--- src/sv/sta_pkg.sv ---
// Package for the station temperature aggregator: sizes, byte codes, status codes and command types.
`default_nettype none
package sta_pkg;
	localparam int HASH_BUCKETS   = 1024;
	localparam int BUCKET_WAYS    = 2;
	localparam int MAX_NAME_BYTES = 64;
	localparam int ENTRIES        = HASH_BUCKETS * BUCKET_WAYS;
	localparam int NAME_WORDS     = (MAX_NAME_BYTES + 7) / 8;
	localparam int HASH_W  = $clog2(HASH_BUCKETS);
	localparam int WAY_W   = (BUCKET_WAYS > 1) ? $clog2(BUCKET_WAYS) : 1;
	localparam int ENTRY_W = $clog2(ENTRIES);
	localparam int LEN_W   = $clog2(MAX_NAME_BYTES + 1);
	localparam int NPOS_W  = $clog2(MAX_NAME_BYTES);
	localparam int WORD_W  = (NAME_WORDS > 1) ? $clog2(NAME_WORDS) : 1;
	localparam int NWADDR_W = $clog2(ENTRIES * NAME_WORDS);
	localparam int TEMP_W  = 15;
	localparam int MAG_W   = 14;
	localparam int SUM_W   = 48;
	localparam int CNT_W   = 32;

	localparam logic [MAG_W-1:0] TEMP_LIMIT = MAG_W'(9999);
	localparam logic [MAG_W-1:0] TEMP_SAT   = MAG_W'(10000);

	localparam logic [7:0] CH_NL    = 8'h0A;
	localparam logic [7:0] CH_SEMI  = 8'h3B;
	localparam logic [7:0] CH_DOT   = 8'h2E;
	localparam logic [7:0] CH_MINUS = 8'h2D;
	localparam logic [7:0] CH_ZERO  = 8'h30;
	localparam logic [7:0] CH_NINE  = 8'h39;

	localparam logic [2:0] ST_UPDATED  = 3'd0;
	localparam logic [2:0] ST_NEW      = 3'd1;
	localparam logic [2:0] ST_FULL     = 3'd2;
	localparam logic [2:0] ST_LONG     = 3'd3;
	localparam logic [2:0] ST_RANGE    = 3'd4;

	// Commands from the controller to the datapath.
	typedef struct packed {
		logic             clear_step;   // clear one valid bit after reset
		logic             take_byte;    // parse the input byte
		logic             start_way;    // load way counter and word counter
		logic             rd_entry;     // read metadata of the current way
		logic             rd_word;      // read the current name word
		logic             cmp_word;     // compare the word read last cycle
		logic             next_word;
		logic             next_way;
		logic             do_update;    // write updated statistics to current way
		logic             do_insert;    // write a new entry in current way
		logic             wr_word;      // write one name word of a new entry
		logic             finish;       // build the result and clear line state
		logic [2:0]       status;
	} sta_cmd_t;

	typedef struct packed {
		logic clear_last;
		logic is_newline;
		logic overflow;
		logic out_of_range;
		logic way_valid;
		logic len_match;
		logic word_match;
		logic last_word;
		logic last_way;
	} sta_stat_t;
endpackage
`default_nettype wire

--- src/sv/sta_control.sv ---
// Controller of the aggregator: handshakes and the lookup, update and insert sequence.
`default_nettype none
module sta_control (
	input  wire logic              clk,
	input  wire logic              arst_n,
	input  wire logic              in_valid,
	output logic                   in_stall,
	output logic                   out_valid,
	input  wire logic              out_stall,
	input  wire sta_pkg::sta_stat_t stat,
	output sta_pkg::sta_cmd_t      cmd
);
	import sta_pkg::*;

	localparam logic [3:0] S_IDLE = 4'd0, S_META = 4'd1, S_CHKWAY = 4'd2, S_RDW = 4'd3,
		S_CMPW = 4'd4, S_CHKW = 4'd5, S_FREE = 4'd6, S_WRW = 4'd7, S_DONE = 4'd8,
		S_FRD = 4'd9, S_CLEAR = 4'd10;

	logic [3:0] state_q, state_d;
	logic       out_valid_q;
	logic [2:0] status_q, status_d;
	logic       accept;

	// Input is held off outside S_IDLE; a newline also while a result still waits.
	assign in_stall  = (state_q != S_IDLE) || (out_valid_q && stat.is_newline);
	assign accept    = in_valid && !in_stall;
	assign out_valid = out_valid_q;

	always_comb begin
		cmd = '0;
		cmd.status = status_q;
		state_d = state_q;
		status_d = status_q;
		unique case (state_q)
			S_CLEAR: begin
				cmd.clear_step = 1'b1;
				if (stat.clear_last) state_d = S_IDLE;
			end
			S_IDLE: begin
				cmd.take_byte = accept;
				if (accept && stat.is_newline) begin
					cmd.start_way = 1'b1;
					if (stat.overflow) begin status_d = ST_LONG; state_d = S_DONE; end
					else if (stat.out_of_range) begin status_d = ST_RANGE; state_d = S_DONE; end
					else state_d = S_META;
				end
			end
			S_META: begin cmd.rd_entry = 1'b1; state_d = S_CHKWAY; end
			S_CHKWAY: begin
				if (stat.way_valid && stat.len_match) state_d = S_RDW;
				else if (!stat.last_way) begin cmd.next_way = 1'b1; state_d = S_META; end
				else begin cmd.start_way = 1'b1; state_d = S_FRD; end
			end
			S_RDW: begin cmd.rd_word = 1'b1; state_d = S_CMPW; end
			S_CMPW: begin cmd.cmp_word = 1'b1; state_d = S_CHKW; end
			S_CHKW: begin
				if (!stat.word_match) begin
					if (!stat.last_way) begin cmd.next_way = 1'b1; state_d = S_META; end
					else begin cmd.start_way = 1'b1; state_d = S_FRD; end
				end else if (!stat.last_word) begin
					cmd.next_word = 1'b1; state_d = S_RDW;
				end else begin
					cmd.do_update = 1'b1; status_d = ST_UPDATED; state_d = S_DONE;
				end
			end
			S_FRD: begin cmd.rd_entry = 1'b1; state_d = S_FREE; end
			S_FREE: begin
				if (!stat.way_valid) begin
					cmd.do_insert = 1'b1; status_d = ST_NEW; state_d = S_WRW;
				end else if (!stat.last_way) begin
					cmd.next_way = 1'b1; state_d = S_FRD;
				end else begin status_d = ST_FULL; state_d = S_DONE; end
			end
			S_WRW: begin
				cmd.wr_word = 1'b1;
				if (stat.last_word) state_d = S_DONE;
				else cmd.next_word = 1'b1;
			end
			S_DONE: begin cmd.finish = 1'b1; state_d = S_IDLE; end
			default: state_d = S_IDLE;
		endcase
	end

	always_ff @(posedge clk or negedge arst_n) begin
		if (!arst_n) begin
			state_q <= S_CLEAR; status_q <= ST_UPDATED; out_valid_q <= 1'b0;
		end else begin
			state_q <= state_d;
			status_q <= status_d;
			if (cmd.finish) out_valid_q <= 1'b1;
			else if (!out_stall) out_valid_q <= 1'b0;
		end
	end
endmodule
`default_nettype wire

--- config.mk ---
export PLATFORM = sky130hd
export DESIGN_NAME = sta_control
export DESIGN_NICKNAME = d
export VERILOG_FILES = /design/src/sv/sta_pkg.sv /design/src/sv/sta_control.sv
export SDC_FILE = /design/constraint.sdc
export NUM_CORES = 1
export LEC_CHECK = 0
export BUFFER_PORTS_ARGS = -buffer_cell sky130_fd_sc_hd__buf_4
export CAP_MARGIN = 5
export CORE_UTILIZATION = 42
export CTS_CLUSTER_DIAMETER = 200
export DETAILED_ROUTE_END_ITERATION = 12
export GPL_TIMING_DRIVEN = 0
export PLACE_DENSITY = 0.84
export SLEW_MARGIN = 40
export SYNTH_ARGS = -nofsm -noshare
export SYNTH_HDL_FRONTEND = slang
export SYNTH_SLANG_ARGS = --single-unit
--- constraint.sdc ---
create_clock -name clk -period 1.59 [get_ports clk]
set_input_delay 0.477 -clock clk [delete_from_list [all_inputs] [get_ports clk]]
set_output_delay 0.477 -clock clk [all_outputs]
set_load 0.02 [all_outputs]
==> key figures, run 1 <==
Logic synthesis
  • Compound-cell area share of the yosys netlist: between 20% and 30%
  • Syn. warnings: 0
  • Largest family of logic cells by synthesized area: simple AND/OR/NAND/NOR gates
  • Netlist cell types: 40
  • Xor/xnor share of the synthesized area: 2.15%
  • Mapped cell area: about 760 sq um
  • Synth Area in Simple Gates: 34.0%
  • Post-synthesis mux area share: 4.46%
  • Synthesized area per cell: 8.24 sq um
  • Synthesized Nets: 105
  • Synth Area in Adders: 0%
  • Synth Instances: 92
  • Register bit total from synthesis: 8
  • Part of the Yosys area used for sequential elements: 26.7%

Floorplan
  • Initial Utilization: 47.6%
  • Die Ht: 44.5 um
  • Rows: 14
  • I/O pin cnt: 30
  • Chip width: 44.5 um

Place
  • GPL Wtd Cong: around 0.95
  • PortBufs: 29
  • Dpl hpwl: between 1.5 and 2 mm
  • Placed Cells: 145

Clock network
  • Clock buffer depth: 2
  • CTS root buffer: clkbuf_4
  • Hold_buf cts: 0
  • H-tree Lvls: 1
  • Clock Sinks: 8
  • Total CTS buffers: 3

GRT
  • Largest net degree at the start of global routing: 11
  • Antenna violations before repair: 0

Status
  • Tool Error: [ERROR DPL-0033] detailed placement checks failed during check placement.
  • Outcome: stopped before the end
  • Last flow stage reached: 5_1_grt

Timing
  • WEP type: output port
  • Crit. endpoint post-GRT repair: cmd[7]
==> timing repair <==
item,in CTS
setup buffers,12
endpoints found under the setup margin,16
gates resized for setup,38
pin swaps,9
==> cells by family after synthesis <==
family / count (synthesis)
AO/OA/AOI/OAI: 26
XOR/XNOR: 1
flip-flops: 8
multiplexers: 3
AND/OR/NAND/NOR: 45
buffers and inverters: 9
==> synth_stat cells (all sizes together) <==
cell | number | area share, %
a2111oi | 1 | 2.0
a211oi | 2 | 2.0
a21o | 1 | 0.99
a21oi | 7 | 4.6
a22o | 1 | 1.2
a31oi | 2 | 1.6
a32oi | 1 | 1.2
a41oi | 2 | 2.3
and3 | 2 | 1.6
buf | 5 | 4.9
clkbuf | 1 | 0.49
dfrtp | 6 | 20
dfstp | 2 | 6.9
inv | 3 | 1.5
mux2 | 3 | 4.5
nand2 | 7 | 3.5
nand2b | 3 | 2.5
nand3 | 1 | 0.66
nand3b | 1 | 0.99
nand4 | 2 | 2.5
nand4b | 1 | 1.2
nor2 | 10 | 5.0
nor2b | 4 | 3.3
nor3 | 6 | 4.0
nor4 | 2 | 2.5
nor4b | 1 | 1.2
nor4bb | 1 | 1.3
o21ai | 6 | 4.0
o221ai | 1 | 1.2
o32ai | 2 | 4.8
or2 | 1 | 1.2
or2b | 2 | 2.0
or3 | 1 | 0.83
xnor2 | 1 | 2.1
==> stage by stage <==
stage / TNS, ns / setup WS [ns] / utilization (%) / cell area [sq um]
2_1_floorplan: -0.786 / -0.286 / - / 850
3_3_place_gp: -1.79 / -0.406 / 68.8 / 1100
3_5_place_dp: -2.06 / -0.420 / 68.8 / 1100
4_1_cts: -5.47 / -0.608 / 87.8 / 1400
==> run 2: changes to the inputs <==
--- a/config.mk
+++ b/config.mk
@@ -7,11 +7,11 @@
 export LEC_CHECK = 0
 export BUFFER_PORTS_ARGS = -buffer_cell sky130_fd_sc_hd__buf_4
 export CAP_MARGIN = 5
-export CORE_UTILIZATION = 42
-export CTS_CLUSTER_DIAMETER = 200
+export CORE_AREA = 2 2 63 65
 export DETAILED_ROUTE_END_ITERATION = 12
+export DIE_AREA = 0 0 65 67
 export GPL_TIMING_DRIVEN = 0
-export PLACE_DENSITY = 0.84
+export PLACE_DENSITY_LB_ADDON = 0.15
 export SLEW_MARGIN = 40
 export SYNTH_ARGS = -nofsm -noshare
 export SYNTH_HDL_FRONTEND = slang
==> constraint.sdc (replaced) <==
create_clock -name clk -period 2.05 [get_ports clk]
set_input_delay 0.615 -clock clk [delete_from_list [all_inputs] [get_ports clk]]
set_output_delay 0.615 -clock clk [all_outputs]
set_load 0.02 [all_outputs]
==> run 2 against run 1 <==
  * The flow now finishes, with violations (setup timing)
  * Area after synthesis did not move
  * Synthesized cell count unchanged
==> key figures, run 2 <==
Status
  • Outcome: finished with violations
  • Failing checks: setup timing

Worst setup path
  • Worst R2R Setup Slack: between 0.2 and 0.25 ns
  • Critical Path End Type: output port
  • Worst r2r src: state_q[1]$_DFFE_PN1P_
  • Worst-path fanout max: 5
  • Critical path class: reg -> out
  • CP Launch Point: state_q[1]$_DFFE_PN1P_
  • Startpoint type of the worst setup path: flip-flop
  • CP required: ~1.4 ns
  • CP arrival: 1.66 ns

Place
  • Dpl hpwl: 1.90 mm (+12%)
  • PortBufs: 29 (unchanged)
  • GPL Wtd Cong: 0.873 (-7.8%)

Timing
  • PnR worst setup slack: -0.223 ns
  • Final hold vios: 0
  • Tcrit/Tclk final: 111%
  • RSZ-0062 raised after global routing: true
  • Worst Tran Pin Value: between 0.4 and 0.5 ns
  • Final TNS setup: -0.482 ns
  • Max-slew violations: 0
  • Min cycle time layout: 2.27 ns
  • Max Freq: 0.440 GHz
  • Final setup fails: 5
  • Max-slew headroom: 68.1%
  • Final setup skew: between 0.004 and 0.005 ns
  • Worst hold slack: just under 0.2 ns

Final layout
  • Number of flip-flops in the largest register: 4
  • Most frequent cells in the layout: buf_4 (36), buf_6 (9), nor2_1 (8)
  • Final #Nets: 150
  • Commonest non-fill, non-tap cell in the layout: buf_4
  • Area growth syn-to-layout: 79.2%
  • Antenna Cells: 0
  • Largest register by flop count: state_q
  • Layout cell share with drive strength beyond 1: 55.6%

Floorplan
  • I/O pin cnt: 30 (unchanged)
  • Rows: 22 (+8)
  • Core box area: 3610 sq um
  • Die Ht: 67 um (+51%)
  • Die ar.: about 4400 sq um
  • Chip width: 65 um (+46%)
  • Initial Utilization: 21.0% (-27 points)

Detailed routing
  • DRC viols: 0
  • DR pass1 iterations: 4
  • Detailed-route via count: 895
  • Routed length per instance: approximately 15 um
  • DRT iter0 DRCs: 42
  • Vias per cell: 4.89
  • ANT nets after route: 0
  • DRT Wirelength: 2.67 mm

Logic synthesis
  • Synthesized Nets: 105 (unchanged)
  • Largest cells by area after synthesis: dfrtp_1 (20%), dfstp_2 (6.9%), nor2_1 (5.0%)
  • EDFF count, synth: 0 (unchanged)
  • Register bit total from synthesis: 8 (unchanged)
  • Syn. warnings: 0 (unchanged)
  • Mapped cell area: 758 sq um (unchanged)
  • Synth Flop Type: dfrtp_1
  • Yosys top cell by area: dfrtp_1
  • Yosys top cell area share: 19.8% (unchanged)
  • Netlist cell types: 40 (unchanged)
  • Synthesized area per cell: 8.24 sq um (unchanged)
  • Async S/R FF share, synth: 100% (unchanged)
  • Most frequent cell after synthesis: nor2_1
  • Part of the Yosys area used for sequential elements: 26.7% (unchanged)
  • Top post-synthesis cells by count: nor2_1 (10), a21oi_1 (7), nand2_1 (7), dfrtp_1 (6), nor3_1 (6)
  • Synth Instances: 92 (unchanged)

Clock network
  • Hold_buf cts: 0 (unchanged)
  • Total CTS buffers: 3 (unchanged)
  • CTS root buffer: clkbuf_8
  • Clock Sinks: 8 (unchanged)
  • Skew-Pair Late Insertion Delay: 0.23 ns
  • H-tree Lvls: 1 (unchanged)
  • Clock buffer depth: 2 (unchanged)
  • Worst-path clk slew: 0.04 ns
  • CTS tree: built

GRT
  • GRT Overall Usage: 12.0%
  • Antenna violations before repair: 0
  • First-pass GRT wire length: 3.99 mm
  • Vias in the first global route: approximately 840
  • GR Overflow Total: 0
  • Largest net degree at the start of global routing: 11

Min path
  • Worst hold path type: in -> async

Power and ir drop
  • Overall power: 2.01 mW
  • Leakage power: 0.579 nW
  • Cell Pwr Density: between 1000 and 1500 nW/um^2
  • Peak supply drop: roughly 0.45 mV

Job
  • Max Cap Violations: 0
## run 2: cell counts after synthesis
No cell type changed its count.
## run 2: through the flow
| step | instance area, sq um | std cells | util (%) | setup WS (ns) |
|---|---|---|---|---|
| 6_report | 1360 | 183 | 37.7 | -0.223 |
| 5_1_grt | 1360 | 183 | 37.7 | -0.270 |
| 4_1_cts | 1270 | 182 | 35.3 | -0.173 |
| 3_5_place_dp | 1060 | 169 | 29.3 | -0.206 |
| 3_3_place_gp | 1060 | 169 | 29.3 | -0.214 |
| 2_1_floorplan | 778 | 92 | - | -0.0656 |
## run 2: worst paths after layout
kind / to / cells past startpoint
min reg2reg: status_q[1]$_DFFE_PN0P_ / 1
max: cmd[7] / 5
min in group clk: status_q[1]$_DFFE_PN0P_ / 1
min: status_q[0]$_DFFE_PN0P_ / 1
max in group asynchronous: state_q[3]$_DFFE_PN1P_ / 1
max reg2reg: status_q[1]$_DFFE_PN0P_ / 6
## run 2: what timing repair did
action                                  in CTS  in global routing
setup buffers                               10                  1
pin swaps                                    1                  4
resized for setup                           22                 17
endpoints found under the setup margin       9                 11
## run 2: cells by family after synthesis
family / count (synthesis) / synth area share [%]
buffers and inverters: 9 / 6.93
flip-flops: 8 / 26.7
XOR/XNOR: 1 / 2.15
AND/OR/NAND/NOR: 45 / 34.0
multiplexers: 3 / 4.46
AO/OA/AOI/OAI: 26 / 25.7
## run 2: final cells by class
| cell class | instances | area, sq um |
|---|---|---|
| Timing Repair Buffer | 40 | 319 |
| Clock buffer | 3 | 41.3 |
| Tap cell | 48 | 60.1 |
| Sequential cell | 8 | 204 |
| Fill cell | 381 | 2250 |
| Multi-Input combinational cell | 75 | 646 |
| Inverter | 3 | 11.3 |
| Buffer | 6 | 77.6 |
## run 2: report_power, final
part | total (mW) | switching [mW] | internal [mW]
logic | 1.49 | 0.776 | 0.719
clock network | 0.186 | 0.0590 | 0.127
registers | 0.329 | 0.0785 | 0.251
total | 2.01 | 0.914 | 1.10
## run 2: metal layers
| layer | GRT usage, % | vias up | share of wire, % |
|---|---|---|---|
| li1 | - | 434 | - |
| met1 | 15.8 | 434 | 45 |
| met2 | 20.0 | 25 | 50 |
| met3 | 2.70 | 2 | 4.3 |
| met4 | 2.39 | 0 | 0.45 |
| met5 | 0 | - | 0 |
## run 2: worst max-delay path: stages (launching register included)
cell and delay, ns:
dfstp_2 0.60, nand2b_4 0.09, a2111oi_4 0.28, a21oi_2 0.08
nor4_4 0.20, buf_4 0.17
No activity file was read; power rests on OpenSTA's default activity.
